--- config.mk ---
export PLATFORM = sky130hd
export DESIGN_NAME = tile_gid_atlas_texcoord_top_flat
export DESIGN_NICKNAME = d
export VERILOG_FILES = /design/src/hw/rtl/tgat_pkg.sv /design/src/hw/rtl/tgat_in_if.sv /design/src/hw/rtl/tgat_out_if.sv /design/src/hw/rtl/tgat_div_stage.sv /design/src/hw/rtl/tgat_corner.sv /design/src/hw/rtl/tile_gid_atlas_texcoord_top.sv /design/src/flat_wrapper.sv
export VERILOG_INCLUDE_DIRS = /design/src /design/src/hw/rtl
export SDC_FILE = /design/constraint.sdc
export NUM_CORES = 2
export LEC_CHECK = 0
export BUFFER_PORTS_ARGS = -buffer_cell sky130_fd_sc_hd__buf_2
export CELL_PAD_IN_SITES_DETAIL_PLACEMENT = 2
export CELL_PAD_IN_SITES_GLOBAL_PLACEMENT = 2
export CORE_MARGIN = 2
export CORE_UTILIZATION = 38
export DETAILED_ROUTE_END_ITERATION = 10
export PLACE_DENSITY_LB_ADDON = 0.1
export SYNTH_ARGS = -nofsm -noshare
export SYNTH_HDL_FRONTEND = slang
export SYNTH_SLANG_ARGS = --single-unit
--- constraint.sdc ---
create_clock -name clk -period 21.3 [get_ports clk]
set_input_delay 3.195 -clock clk [delete_from_list [all_inputs] [get_ports clk]]
set_output_delay 3.195 -clock clk [all_outputs]
set_load 0.02 [all_outputs]
--- src/hw/rtl/tile_gid_atlas_texcoord_top_defines.svh ---
// ----------------------------------------------------------------------------
// Tile gid to atlas texcoord: assertion macros
// Shared check macros, sampled on clk and disabled while rst is high.
// ----------------------------------------------------------------------------
`ifndef TILE_GID_ATLAS_TEXCOORD_TOP_DEFINES_SVH
`define TILE_GID_ATLAS_TEXCOORD_TOP_DEFINES_SVH

// same-cycle implication
`define TGAT_ASSERT_SAME(lbl, ante, cons, msg) \
  lbl: assert property (@(posedge clk) disable iff (rst) (ante) |-> (cons)) \
    else $error(msg);

// next-cycle implication
`define TGAT_ASSERT_NEXT(lbl, ante, cons, msg) \
  lbl: assert property (@(posedge clk) disable iff (rst) (ante) |=> (cons)) \
    else $error(msg);

`endif

--- src/hw/rtl/tgat_pkg.sv ---
// ----------------------------------------------------------------------------
// Tile gid to atlas texcoord: package
// Field widths, tileset word layout, register indexes and pipeline types.
// ----------------------------------------------------------------------------
package tgat_pkg;

  localparam int NUM_SETS   = 4;
  localparam int SET_IDX_W  = 2;
  localparam int RAW_W      = 32;
  localparam int GID_W      = 29;
  localparam int FG_W       = 20;
  localparam int COLS_W     = 10;
  localparam int BYTE_W     = 8;
  localparam int WORD_W     = 62;
  localparam int CNT_W      = 3;
  localparam int CFG_IDX_W  = 3;
  localparam int COORD_W    = 40;

  // flip flags in the raw gid
  localparam int HFLIP_BIT  = 31;
  localparam int VFLIP_BIT  = 30;
  localparam int DFLIP_BIT  = 29;

  // tileset word layout
  localparam int FG_LSB     = 0;
  localparam int COLS_LSB   = 20;
  localparam int TW_LSB     = 30;
  localparam int TH_LSB     = 38;
  localparam int MG_LSB     = 46;
  localparam int SP_LSB     = 54;

  // register indexes
  localparam logic [CFG_IDX_W-1:0] REG_SET_COUNT  = 3'd0;
  localparam logic [CFG_IDX_W-1:0] REG_SET_WORD_0 = 3'd1;

  // divider: dividend padded to DIV_W, DIV_STEPS quotient bits per stage
  localparam int DIV_W      = 32;
  localparam int DIV_STEPS  = 8;
  localparam int DIV_STAGES = DIV_W / DIV_STEPS;

  localparam int PU_W       = COLS_W + BYTE_W + 1;
  localparam int PV_W       = GID_W + BYTE_W + 1;

  typedef logic [COORD_W-1:0] coord_t;

  typedef struct packed {
    logic                 hit;
    logic [SET_IDX_W-1:0] set_index;
    logic [GID_W-1:0]     local_id;
    logic                 hf;
    logic                 vf;
    logic                 df;
    logic [COLS_W-1:0]    cols;
    logic [BYTE_W-1:0]    tw;
    logic [BYTE_W-1:0]    th;
    logic [BYTE_W-1:0]    mg;
    logic [BYTE_W-1:0]    sp;
    logic [COLS_W-1:0]    rem;
    logic [DIV_W-1:0]     dq;   // dividend bits shift out, quotient bits shift in
  } div_item_t;

  typedef struct packed {
    logic                 hit;
    logic [SET_IDX_W-1:0] set_index;
    logic [GID_W-1:0]     local_id;
    logic                 hf;
    logic                 vf;
    logic                 df;
    logic [BYTE_W-1:0]    tw;
    logic [BYTE_W-1:0]    th;
    logic [BYTE_W-1:0]    mg;
    logic [PU_W-1:0]      pu;
    logic [PV_W-1:0]      pv;
  } mul_item_t;

  typedef struct packed {
    coord_t [3:0] u;
    coord_t [3:0] v;
  } corners_t;

endpackage

--- src/hw/rtl/tgat_in_if.sv ---
// ----------------------------------------------------------------------------
// Tile gid to atlas texcoord: input channel
// Valid/ready channel carrying one raw tile gid per item.
// ----------------------------------------------------------------------------
interface tgat_in_if;
  import tgat_pkg::*;

  logic             valid;
  logic             ready;
  logic [RAW_W-1:0] raw_gid;

  modport source (output valid, output raw_gid, input ready);
  modport sink   (input valid, input raw_gid, output ready);
endinterface

--- src/hw/rtl/tgat_out_if.sv ---
// ----------------------------------------------------------------------------
// Tile gid to atlas texcoord: output channel
// Valid/ready channel carrying one lookup result per item.
// ----------------------------------------------------------------------------
interface tgat_out_if;
  import tgat_pkg::*;

  logic                 valid;
  logic                 ready;
  logic                 hit;
  logic [SET_IDX_W-1:0] set_index;
  logic [GID_W-1:0]     local_id;
  logic [COORD_W-1:0]   corner0_u;
  logic [COORD_W-1:0]   corner0_v;
  logic [COORD_W-1:0]   corner1_u;
  logic [COORD_W-1:0]   corner1_v;
  logic [COORD_W-1:0]   corner2_u;
  logic [COORD_W-1:0]   corner2_v;
  logic [COORD_W-1:0]   corner3_u;
  logic [COORD_W-1:0]   corner3_v;

  modport source (
    output valid, output hit, output set_index, output local_id,
    output corner0_u, output corner0_v, output corner1_u, output corner1_v,
    output corner2_u, output corner2_v, output corner3_u, output corner3_v,
    input ready
  );
  modport sink (
    input valid, input hit, input set_index, input local_id,
    input corner0_u, input corner0_v, input corner1_u, input corner1_v,
    input corner2_u, input corner2_v, input corner3_u, input corner3_v,
    output ready
  );
endinterface

--- src/hw/rtl/tgat_div_stage.sv ---
// ----------------------------------------------------------------------------
// Tile gid to atlas texcoord: divider stage
// One registered stage of the restoring divider, DIV_STEPS quotient bits.
// ----------------------------------------------------------------------------
module tgat_div_stage (
  input  logic                clk,
  input  logic                rst,
  input  logic                up_valid,
  input  tgat_pkg::div_item_t up_item,
  input  logic                down_en,
  output logic                valid,
  output tgat_pkg::div_item_t item,
  output logic                en
);
  import tgat_pkg::*;

  div_item_t         item_next;
  logic [COLS_W:0]   trial;

  // rem < cols, so trial < 2*cols fits COLS_W+1 bits
  always_comb begin
    item_next = up_item;
    trial     = '0;
    for (int k = 0; k < DIV_STEPS; k++) begin
      trial        = {item_next.rem, item_next.dq[DIV_W-1]};
      item_next.dq = {item_next.dq[DIV_W-2:0], 1'b0};
      if (trial >= {1'b0, item_next.cols}) begin
        item_next.rem   = COLS_W'(trial - {1'b0, item_next.cols});
        item_next.dq[0] = 1'b1;
      end else begin
        item_next.rem = trial[COLS_W-1:0];
      end
    end
  end

  assign en = !valid || down_en;

  always_ff @(posedge clk) begin
    if (rst) begin
      valid <= 1'b0;
    end else if (en) begin
      valid <= up_valid;
    end
  end

  always_ff @(posedge clk) begin
    if (en) begin
      item <= item_next;
    end
  end

endmodule

--- src/hw/rtl/tgat_corner.sv ---
// ----------------------------------------------------------------------------
// Tile gid to atlas texcoord: corner builder
// Forms the tile rectangle from the products and permutes it by the flips.
// ----------------------------------------------------------------------------
module tgat_corner (
  input  tgat_pkg::mul_item_t m,
  output tgat_pkg::corners_t  c
);
  import tgat_pkg::*;

  coord_t   l, t, r, b;
  corners_t p;

  function automatic corners_t swap_c(corners_t x, logic [1:0] ia, logic [1:0] ib);
    corners_t y;
    y       = x;
    y.u[ia] = x.u[ib];
    y.u[ib] = x.u[ia];
    y.v[ia] = x.v[ib];
    y.v[ib] = x.v[ia];
    return y;
  endfunction

  always_comb begin
    l = COORD_W'(m.mg) + COORD_W'(m.pu);
    t = COORD_W'(m.mg) + COORD_W'(m.pv);
    r = COORD_W'(m.mg) + COORD_W'(m.tw) + COORD_W'(m.pu);
    b = COORD_W'(m.mg) + COORD_W'(m.th) + COORD_W'(m.pv);

    // left-top, right-top, right-bottom, left-bottom
    p.u[0] = l; p.v[0] = t;
    p.u[1] = r; p.v[1] = t;
    p.u[2] = r; p.v[2] = b;
    p.u[3] = l; p.v[3] = b;

    // flips apply in order h, v, d
    if (m.hf) begin
      p = swap_c(p, 2'd0, 2'd1);
      p = swap_c(p, 2'd3, 2'd2);
    end
    if (m.vf) begin
      p = swap_c(p, 2'd0, 2'd3);
      p = swap_c(p, 2'd1, 2'd2);
    end
    if (m.df) begin
      p = swap_c(p, 2'd1, 2'd3);
    end

    c = m.hit ? p : '0;
  end

endmodule

--- src/hw/rtl/tile_gid_atlas_texcoord_top.sv ---
// ----------------------------------------------------------------------------
// Tile gid to atlas texcoord: top level
// Channel   Dir  Handshake      Payload
// gid       in   valid/ready    raw_gid
// coords    out  valid/ready    hit, set_index, local_id, corner0..3 u/v
// cfg       in   cfg_we         cfg_index, cfg_data (write only)
//
// One item per cycle sustained while the coords sink is ready; stages from accept to result:
// tileset select, four divider stages (8 quotient bits each), multiply,
// corner/flip register which is also the output register.
// Synchronous reset clears stage valids and loads register defaults.
// Each stage advances when it is empty or the next one advances, so a
// stall holds items in place and bubbles are squeezed out.
// ----------------------------------------------------------------------------
`include "tile_gid_atlas_texcoord_top_defines.svh"

module tile_gid_atlas_texcoord_top (
  input  logic                               clk,
  input  logic                               rst,
  input  logic                               cfg_we,
  input  logic [tgat_pkg::CFG_IDX_W-1:0]     cfg_index,
  input  logic [tgat_pkg::WORD_W-1:0]        cfg_data,
  tgat_in_if.sink                            gid,
  tgat_out_if.source                         coords
);
  import tgat_pkg::*;

  // configuration
  logic [CNT_W-1:0]  set_count;
  logic [WORD_W-1:0] set_word [NUM_SETS];
  logic [CFG_IDX_W-1:0] word_off;

  assign word_off = cfg_index - REG_SET_WORD_0;

  always_ff @(posedge clk) begin
    if (rst) begin
      set_count <= CNT_W'(1);
      for (int i = 0; i < NUM_SETS; i++) begin
        set_word[i] <= '0;
      end
    end else if (cfg_we) begin
      if (cfg_index == REG_SET_COUNT) begin
        set_count <= cfg_data[CNT_W-1:0];
      end else if (cfg_index >= REG_SET_WORD_0 &&
                   word_off < CFG_IDX_W'(NUM_SETS)) begin
        set_word[word_off[SET_IDX_W-1:0]] <= cfg_data;
      end
    end
  end

  // stage A: tileset select and local id
  logic                 a_valid, a_en;
  div_item_t            a_item, a_next;
  logic [GID_W-1:0]     id;
  logic [CNT_W-1:0]     active;
  logic                 found;
  logic [SET_IDX_W-1:0] best;
  logic [FG_W-1:0]      best_fg;
  logic [FG_W-1:0]      fg;
  logic [WORD_W-1:0]    w;
  logic [COLS_W-1:0]    cols;

  always_comb begin
    id      = gid.raw_gid[GID_W-1:0];
    active  = (set_count > CNT_W'(NUM_SETS)) ? CNT_W'(NUM_SETS) : set_count;
    found   = 1'b0;
    best    = '0;
    best_fg = '0;
    fg      = '0;
    // later index wins on equal first gids
    for (int i = 0; i < NUM_SETS; i++) begin
      fg = set_word[i][FG_LSB +: FG_W];
      if (CNT_W'(i) < active && GID_W'(fg) <= id && (!found || fg >= best_fg)) begin
        found   = 1'b1;
        best    = SET_IDX_W'(i);
        best_fg = fg;
      end
    end
    w    = set_word[best];
    cols = w[COLS_LSB +: COLS_W];

    a_next = '0;
    if (gid.raw_gid != '0 && found && cols != '0) begin
      a_next.hit       = 1'b1;
      a_next.set_index = best;
      a_next.local_id  = id - GID_W'(best_fg);
      a_next.hf        = gid.raw_gid[HFLIP_BIT];
      a_next.vf        = gid.raw_gid[VFLIP_BIT];
      a_next.df        = gid.raw_gid[DFLIP_BIT];
      a_next.cols      = cols;
      a_next.tw        = w[TW_LSB +: BYTE_W];
      a_next.th        = w[TH_LSB +: BYTE_W];
      a_next.mg        = w[MG_LSB +: BYTE_W];
      a_next.sp        = w[SP_LSB +: BYTE_W];
      a_next.rem       = '0;
      a_next.dq        = DIV_W'(a_next.local_id);
    end
  end

  logic                 div_valid [DIV_STAGES];
  div_item_t            div_item  [DIV_STAGES];
  logic                 div_en    [DIV_STAGES];
  logic                 m_en;

  assign a_en      = !a_valid || div_en[0];
  assign gid.ready = a_en;

  always_ff @(posedge clk) begin
    if (rst) begin
      a_valid <= 1'b0;
    end else if (a_en) begin
      a_valid <= gid.valid;
    end
  end

  always_ff @(posedge clk) begin
    if (a_en) begin
      a_item <= a_next;
    end
  end

  // divider pipeline: quotient is the row, remainder the column
  for (genvar g = 0; g < DIV_STAGES; g++) begin : g_div
    logic      up_valid;
    div_item_t up_item;
    logic      down_en;

    if (g == 0) begin : g_first
      assign up_valid = a_valid;
      assign up_item  = a_item;
    end else begin : g_rest
      assign up_valid = div_valid[g-1];
      assign up_item  = div_item[g-1];
    end

    if (g == DIV_STAGES - 1) begin : g_last
      assign down_en = m_en;
    end else begin : g_mid
      assign down_en = div_en[g+1];
    end

    tgat_div_stage u_div (
      .clk      (clk),
      .rst      (rst),
      .up_valid (up_valid),
      .up_item  (up_item),
      .down_en  (down_en),
      .valid    (div_valid[g]),
      .item     (div_item[g]),
      .en       (div_en[g])
    );
  end

  // stage M: column and row scaled by pitch
  logic              m_valid;
  mul_item_t         m_item, m_next;
  div_item_t         d_last;
  logic [BYTE_W:0]   pitch_u, pitch_v;
  logic              f_en;

  assign d_last = div_item[DIV_STAGES-1];

  always_comb begin
    pitch_u          = {1'b0, d_last.tw} + {1'b0, d_last.sp};
    pitch_v          = {1'b0, d_last.th} + {1'b0, d_last.sp};
    m_next.hit       = d_last.hit;
    m_next.set_index = d_last.set_index;
    m_next.local_id  = d_last.local_id;
    m_next.hf        = d_last.hf;
    m_next.vf        = d_last.vf;
    m_next.df        = d_last.df;
    m_next.tw        = d_last.tw;
    m_next.th        = d_last.th;
    m_next.mg        = d_last.mg;
    m_next.pu        = PU_W'(d_last.rem) * PU_W'(pitch_u);
    m_next.pv        = PV_W'(d_last.dq[GID_W-1:0]) * PV_W'(pitch_v);
  end

  assign m_en = !m_valid || f_en;

  always_ff @(posedge clk) begin
    if (rst) begin
      m_valid <= 1'b0;
    end else if (m_en) begin
      m_valid <= div_valid[DIV_STAGES-1];
    end
  end

  always_ff @(posedge clk) begin
    if (m_en) begin
      m_item <= m_next;
    end
  end

  // stage F: corners, flips, output register
  corners_t             c_next, f_c;
  logic                 f_valid;
  logic                 f_hit;
  logic [SET_IDX_W-1:0] f_set_index;
  logic [GID_W-1:0]     f_local_id;

  tgat_corner u_corner (
    .m (m_item),
    .c (c_next)
  );

  assign f_en = !f_valid || coords.ready;

  always_ff @(posedge clk) begin
    if (rst) begin
      f_valid <= 1'b0;
    end else if (f_en) begin
      f_valid <= m_valid;
    end
  end

  always_ff @(posedge clk) begin
    if (f_en) begin
      f_hit       <= m_item.hit;
      f_set_index <= m_item.set_index;
      f_local_id  <= m_item.local_id;
      f_c         <= c_next;
    end
  end

  assign coords.valid     = f_valid;
  assign coords.hit       = f_hit;
  assign coords.set_index = f_set_index;
  assign coords.local_id  = f_local_id;
  assign coords.corner0_u = f_c.u[0];
  assign coords.corner0_v = f_c.v[0];
  assign coords.corner1_u = f_c.u[1];
  assign coords.corner1_v = f_c.v[1];
  assign coords.corner2_u = f_c.u[2];
  assign coords.corner2_v = f_c.v[2];
  assign coords.corner3_u = f_c.u[3];
  assign coords.corner3_v = f_c.v[3];

  // checks
  logic miss_clean, side_shared, zero_accept;

  assign miss_clean  = coords.set_index == '0 && coords.local_id == '0 &&
                       coords.corner0_u == '0 && coords.corner2_v == '0;
  assign side_shared = coords.corner0_u == coords.corner1_u ||
                       coords.corner0_v == coords.corner1_v;
  assign zero_accept = gid.valid && gid.ready && gid.raw_gid == '0;

  `TGAT_ASSERT_SAME(a_miss_zero, coords.valid && !coords.hit, miss_clean, "miss has nonzero fields")
  `TGAT_ASSERT_SAME(a_rect_adjacent, coords.valid && coords.hit, side_shared, "corners not adjacent")
  `TGAT_ASSERT_NEXT(a_zero_gid_miss, zero_accept, a_valid && !a_item.hit, "zero gid not a miss")

endmodule

--- src/flat_wrapper.sv ---
// flat-port wrapper written by rule: the top's interface ports become plain ports
module tile_gid_atlas_texcoord_top_flat import tgat_pkg::*;
  (clk, rst, cfg_we, cfg_index, cfg_data, gid_valid, gid_raw_gid, gid_ready, coords_valid, coords_hit, coords_set_index, coords_local_id, coords_corner0_u, coords_corner0_v, coords_corner1_u, coords_corner1_v, coords_corner2_u, coords_corner2_v, coords_corner3_u, coords_corner3_v, coords_ready);
  tgat_in_if gid_i ();
  tgat_out_if coords_i ();
  input  logic clk;
  input  logic rst;
  input  logic cfg_we;
  input  logic [tgat_pkg::CFG_IDX_W-1:0] cfg_index;
  input  logic [tgat_pkg::WORD_W-1:0] cfg_data;
  input wire logic [$bits(gid_i.valid)-1:0] gid_valid;
  input wire logic [$bits(gid_i.raw_gid)-1:0] gid_raw_gid;
  output wire logic [$bits(gid_i.ready)-1:0] gid_ready;
  output wire logic [$bits(coords_i.valid)-1:0] coords_valid;
  output wire logic [$bits(coords_i.hit)-1:0] coords_hit;
  output wire logic [$bits(coords_i.set_index)-1:0] coords_set_index;
  output wire logic [$bits(coords_i.local_id)-1:0] coords_local_id;
  output wire logic [$bits(coords_i.corner0_u)-1:0] coords_corner0_u;
  output wire logic [$bits(coords_i.corner0_v)-1:0] coords_corner0_v;
  output wire logic [$bits(coords_i.corner1_u)-1:0] coords_corner1_u;
  output wire logic [$bits(coords_i.corner1_v)-1:0] coords_corner1_v;
  output wire logic [$bits(coords_i.corner2_u)-1:0] coords_corner2_u;
  output wire logic [$bits(coords_i.corner2_v)-1:0] coords_corner2_v;
  output wire logic [$bits(coords_i.corner3_u)-1:0] coords_corner3_u;
  output wire logic [$bits(coords_i.corner3_v)-1:0] coords_corner3_v;
  input wire logic [$bits(coords_i.ready)-1:0] coords_ready;
  assign gid_i.valid = gid_valid;
  assign gid_i.raw_gid = gid_raw_gid;
  assign gid_ready = gid_i.ready;
  assign coords_valid = coords_i.valid;
  assign coords_hit = coords_i.hit;
  assign coords_set_index = coords_i.set_index;
  assign coords_local_id = coords_i.local_id;
  assign coords_corner0_u = coords_i.corner0_u;
  assign coords_corner0_v = coords_i.corner0_v;
  assign coords_corner1_u = coords_i.corner1_u;
  assign coords_corner1_v = coords_i.corner1_v;
  assign coords_corner2_u = coords_i.corner2_u;
  assign coords_corner2_v = coords_i.corner2_v;
  assign coords_corner3_u = coords_i.corner3_u;
  assign coords_corner3_v = coords_i.corner3_v;
  assign coords_i.ready = coords_ready;
  tile_gid_atlas_texcoord_top u_core (.clk(clk), .rst(rst), .cfg_we(cfg_we), .cfg_index(cfg_index), .cfg_data(cfg_data), .gid(gid_i), .coords(coords_i));
endmodule
==> Yosys cells after proc, flatten, opt, wreduce, memory -nomap -nowiden <==
Memory sizes are Yosys's and may differ from the RTL's.
Cells that the tools add are included.
{ "totals": {"mem_bits_ro": 0, "word_cells": 310, "n_memories": 1, "mem_bits_rw": 248, "latchBits": 0, "ff_bits": 1031} }
{ "classes": {"n_div": 0, "n_addsub": 42, "shift": 0, "muxes": 90, "bitwise": 0, "magnitude_cmp": 46, "multipliers": 2, "reduce_logical": 35, "n_eq_ne": 0} }
{ "mem_list": {"columns": ["name", "words", "width", "rd", "rd_ports_with_merged_regs", "write_ports", "line_no", "rtl"], "rows": [
  ["u_core.set_word", 4, 62, 5, 0, 4, "tile_gid_atlas_texcoord_top.sv:30", "logic [WORD_W-1:0] set_word [NUM_SETS];"]
]} }
{ "op_table": {"columns": ["operator", "count"], "rows": [
  ["320-bit 2-to-1 mux", 3],
  ["11-bit by 10-bit >= comparator with 1-bit output", 32],
  ["10-bit 2-to-1 mux", 32],
  ["10-bit subtractor", 32],
  ["119-bit 2-to-1 mux", 1],
  ["20-bit by 29-bit less-or-equal comparator with 1-bit output", 4],
  ["20-bit 2-to-1 mux", 4],
  ["62-bit 2-to-1 mux", 1],
  ["62-bit OR reduction", 1],
  ["20-bit >= comparator", 3],
  ["1-bit 2-to-1 mux", 45],
  ["8-bit by 38-bit adder with 39-bit output", 1],
  ["9-bit by 38-bit adder with 39-bit output", 1],
  ["29-bit by 9-bit multiplier with 38-bit output", 1],
  ["8-bit by 8-bit adder with 9-bit output", 4],
  ["32-bit nonzero test", 1],
  ["29-bit by 20-bit subtractor with 29-bit output", 1],
  ["8-bit by 19-bit adder with 20-bit output", 1],
  ["9-bit by 19-bit adder with 20-bit output", 1],
  ["10-bit by 9-bit multiplier with 19-bit output", 1],
  ["1-bit logical AND", 10],
  ["1-bit zero test", 10],
  ["1-bit logical OR", 10],
  ["10-bit nonzero test", 1],
  ["other kinds (10)", 14]
]} }

==> Logic depth before layout (Yosys ltp) <==
An unclocked memory read counts as a cell.
{ "logic_depth": {"word_depth": 21, "mapped_depth": 111, "ltp_nobuf": 103} }

==> Modules after synthesis <==
From an unflattened synthesis, not the netlist that was laid out.
{ "hier_totals": {"cells_unflattened": 7491, "hier_area_um2": 84089.4} }
{ "modules_own_cells": {"columns": ["module", "cells_per_inst", "seq_area_each_um2", "area_each_um2", "instances"], "rows": [
  ["tile_gid_atlas_texcoord_top", 3328, 23933.0, 43217.7, 1],
  ["tgat_div_stage at u_core.g_div[2].u_div ...", 762, 3593.4, 8368.0, 2],
  ["tgat_div_stage at u_core.g_div[0].u_div", 779, 3593.4, 8599.5, 1],
  ["tgat_div_stage at u_core.g_div[1].u_div", 761, 3593.4, 8356.8, 1],
  ["tgat_corner", 1099, 0.0, 7179.4, 1]
]} }

==> Worst setup path after synthesis <==
No wires, ideal clock.
{ "synth_path": {"path_kind": "reg-to-reg", "start": "register u_core.g_div[0].u_div.item[75] (netlist name)", "end": "register u_core.g_div[1].u_div.item[40] (netlist name) (data pin)", "arrival_ns": 20.256, "n_path_buf": 8, "stages_incl_launch_ff": 107, "setup_time_ns": 0.261, "period_less_slack_ns": 20.517, "slack_ns": 0.783, "path_cell_list": "edfxtp_1 -> inv_1 -> ha_1 -> a21oi_1 -> o2111ai_1 -> and3_1 -> nor2_1 -> inv_2 -> o21ai_0 -> inv_1 -> ha_1 -> nor2b_1 -> o2111ai_1 -> a31oi_1 -> o211ai_1 -> o211a_1 -> inv_1 -> buf_1 -> [71 not listed] -> nand2_1 -> a21boi_0 -> ha_1 -> nor2b_1 -> o21ai_0 -> a21boi_0 -> o21ai_0 -> a21oi_1 -> o21ai_0 -> a21boi_0 -> o21ai_0 -> nand2b_1 -> a211o_1 -> a31o_2 -> a211o_1 -> mux2i_1 -> inv_2 -> a221o_1"} }
{ "synth_lines": {"columns": ["element", "line_no", "rtl"], "rows": [
  ["start, declared", "tgat_div_stage.sv:12", "output tgat_pkg::div_item_t item,"],
  ["start signal, assigned", "tgat_div_stage.sv:48", "item <= item_next;"],
  ["end signal, assigned", "tgat_div_stage.sv:48", null],
  ["end, declared", "tgat_div_stage.sv:12", null]
]} }

==> key figures <==
Run status
  – Status: complete, no violations

Floorplan
  – I/O pin count: 456
  – Die height: 454 um
  – Die area: 206000 um2
  – Die width: 454 um
  – Core area: 201000 um2
  – Initial core utilization: 38.1%
  – Row Count: 165

Worst hold path
  – Tightest Hold Check Type: reg2reg

Detailed routing
  – DR top layer: met4
  – Met1 WL: 110000 um
  – Total wire length after detailed routing: 253000 um
  – Total iterations of the first detailed-routing run: 5
  – DR WL/cell: 24.1 um
  – Met2 WL: 129000 um
  – ANT nets after route: 0
  – Vias post-DR: 56581
  – DR iter-0 viols: 2458
  – DRC: 0
  – Via density: 5.38
  – Metal3 WL: 6880 um

Yosys
  – Top cells by area, synth: edfxtp_1 (44%), ha_1 (10%), fa_1 (7.8%), and2_1 (3.7%), nor2_1 (2.8%)
  – Synth area leader: edfxtp_1
  – Syn Inst Count: 7188
  – Fraction of the mapped netlist area in adder cells: 17.8%
  – Mux share of post-synthesis cell area: 3.02%
  – Async set-reset flop share out of synthesis: 0%
  – Xor-xnor portion of the synthesized cell area: 4.24%
  – Main combinational cell family by area after synthesis: adder cells
  – Yosys Warn Count: 0
  – Yosys cell types: 91
  – Post-synthesis sequential area ratio: 43.8%
  – Synth Cell Area: 76800 um2
  – Top_reg_cell synth: edfxtp_1
  – Simple-gate share of the synthesized area: 14.7%
  – Syn avg cell area: 10.7 um2
  – Share of the synthesized area in the top cell type: 43.6%
  – Compound-Gate Fraction of Synth Area: 11.5%
  – EDFF count, synth: 1115
  – Seq cells post-synth: 1125

Cells and area
  – Nets: 8729
  – Most frequent cells in the layout: edfxtp_1 (1115), ha_1 (613), nor2_1 (574)
  – # fillers: 21007
  – Commonest non-fill, non-tap cell in the layout: edfxtp_1
  – Layout area overhead: 14.7%
  – Layout cells sized above 1: 14.2%

Setup path
  – Crit path DAT: 20.41 ns
  – Crit-path most repeated cell: a21o_1
  – Setup Crit Path Kind: reg2reg
  – Crit. End Element: register
  – Slowest CP cell: ha_2
  – Required time of the critical path: 21.82 ns
  – Worst Setup Start Kind: register
  – WP buf/inv: 13
  – Delay-heaviest family, CP: compound AO/OA/AOI/OAI gates
  – Worst-path fanout max: 12
  – Crit path largest cell delay: 0.47 ns

Timing
  – Final period util: 93.4%
  – Tmin final: 19.89 ns
  – Setup_tns: 0 ns
  – Hold Vio Cnt, Final: 0
  – Final hold slack: 0.405 ns
  – Worst slew margin: 20.8%
  – Clock Skews: 0.0353 ns
  – Fmax: 50.3 MHz
  – Worst Slack Setup Final: 1.41 ns
  – Final setup fails: 0
  – Worst Tran Pin Value: 1.18 ns
  – Final Slew Violations: 0

Global routing
  – GRT Total Usage: 24.3%
  – Pin count of the biggest net entering global routing: 100
  – Grt total ovfl: 0
  – Antenna violations before repair: 23
  – First-pass GRT wire length: 385000 um
  – Vias in the first global route: 62929

Clock tree
  – Num CTS Buffers: 137
  – CTS HTree Levels: 4
  – Worst skew pair latency: 0.78 ns
  – Max Root-Sink Buffers: 3
  – CTS tree: yes
  – Clk slew on worst S/H paths: 0.06 ns
  – CTS root buf: clkbuf_16
  – Hold buffer count at CTS: 0
  – Clock sink count: 1125

Run
  – Number of max-cap violations: 0

Placed design
  – GPL Wtd Cong: 0.859
  – # port buffers: 371
  – DPL Wire Length: 193000 um
  – DP Worst Slack: -0.332 ns
-- cell families after synthesis --
| group | after synthesis |
|---|---|
| DFF | 1125 |
| xor gates and xnor gates | 372 |
| buffers and inverters | 904 |
| muxes | 216 |
| adders and majority gates | 916 |
| other | 1 |
| AOI/OAI and AO/OA | 1375 |
| and+or+nand+nor | 2279 |
-- cells in the mapped netlist (60+ instances only) --
master / number
mux2_2: 123
and2_1: 450
nor2b_1: 126
nand3_1: 86
a21o_1: 161
nand2_1: 561
fa_1: 299
or3_1: 60
nor2_1: 578
nor3_1: 106
nand2b_1: 93
o21ai_0: 350
xnor2_1: 232
clkbuf_1: 214
inv_1: 550
a21oi_1: 369
a211oi_1: 71
mux2i_1: 91
o21a_1: 64
nand4_1: 88
edfxtp_1: 1115
buf_4: 84
ha_1: 617
xor2_1: 140
-- path summary, 6_finish.rpt --
| check | start | end | slack (ns) | cells past startpoint |
|---|---|---|---|---|
| setup / recovery | u_core.g_div[1].u_div.item[77]$_DFFE_PP_ | u_core.g_div[2].u_div.item[36]$_DFFE_PP_ | 1.41 | 98 |
| hold / removal | u_core.g_div[2].u_div.item[102]$_DFFE_PP_ | u_core.g_div[3].u_div.item[102]$_DFFE_PP_ | 0.41 | 0 |
| setup reg to reg | u_core.g_div[1].u_div.item[77]$_DFFE_PP_ | u_core.g_div[2].u_div.item[36]$_DFFE_PP_ | 1.41 | 98 |
| hold reg to reg | u_core.g_div[2].u_div.item[102]$_DFFE_PP_ | u_core.g_div[3].u_div.item[102]$_DFFE_PP_ | 0.41 | 0 |
-- worst reg2reg max path: cells and delay by family, from the launching register on --
kind                       cells  cell delay (ns)
AOI/OAI and AO/OA             53            10.75
and+or+nand+nor               22             3.35
adders and majority gates      8             2.77
buffers and inverters         13             1.82
muxes                          2             0.56
DFF                            1             0.42
-- state kept, by name, summed over array words and instances, names as in the netlist, 4 cells and up --
name,cells
u_core.coords.corner3_u,20
u_core.coords.corner3_v,39
u_core.set_word,248
u_core.coords.corner0_u,20
u_core.coords.corner2_v,39
u_core.coords.corner1_v,39
u_core.g_div.u_div.valid,4
u_core.m_item,116
u_core.coords.corner2_u,20
u_core.g_div.u_div.item,406
u_core.coords.corner1_u,20
u_core.coords.corner0_v,39
u_core.coords.local_id,29
u_core.a_item,77
-- per-layer routing --
| metal | track usage [%] | vias to the layer above |
|---|---|---|
| li1 | - | 26357 |
| met1 | 30.2 | 28927 |
| met2 | 44.1 | 939 |
| met3 | 2.41 | 358 |
| met4 | 7.47 | 0 |
| met5 | 0 | - |
-- what timing repair did --
item / CTS / global route
gates resized for setup: 8 / 109
setup buffers: 0 / 24
setup endpoints to repair: 14 / 44
hold endpoints to repair: 0 / 0
gates cloned: 0 / 1
pin swaps: 0 / 9
-- metrics by stage --
step                utilization [%]  instances  area (um2)
floorplan                         -       7271       77100
global placement               41.1      10219       82800
detailed placement             41.1      10219       82800
CTS                            43.5      10473       87600
global route                   43.7      10508       88100
finish                         43.7      10508       88100
-- final cells by class --
class	instances	area, um2	share of cell area (%)
Inverter	560	2140	2.42
Timing Repair inverter	1	5.00	0.00568
Clock inverter	91	1080	1.22
Multi-Input combinational cell	5242	40300	45.7
Antenna cell	10	25.0	0.0284
Timing Repair Buffer	644	3930	4.46
Tap cell	2672	3340	3.79
Sequential cell	1125	33700	38.2
Clock buffer	163	3640	4.13
Power is not shown: default switching activity piles up to over one toggle a cycle in this logic, so the estimate is an artifact.
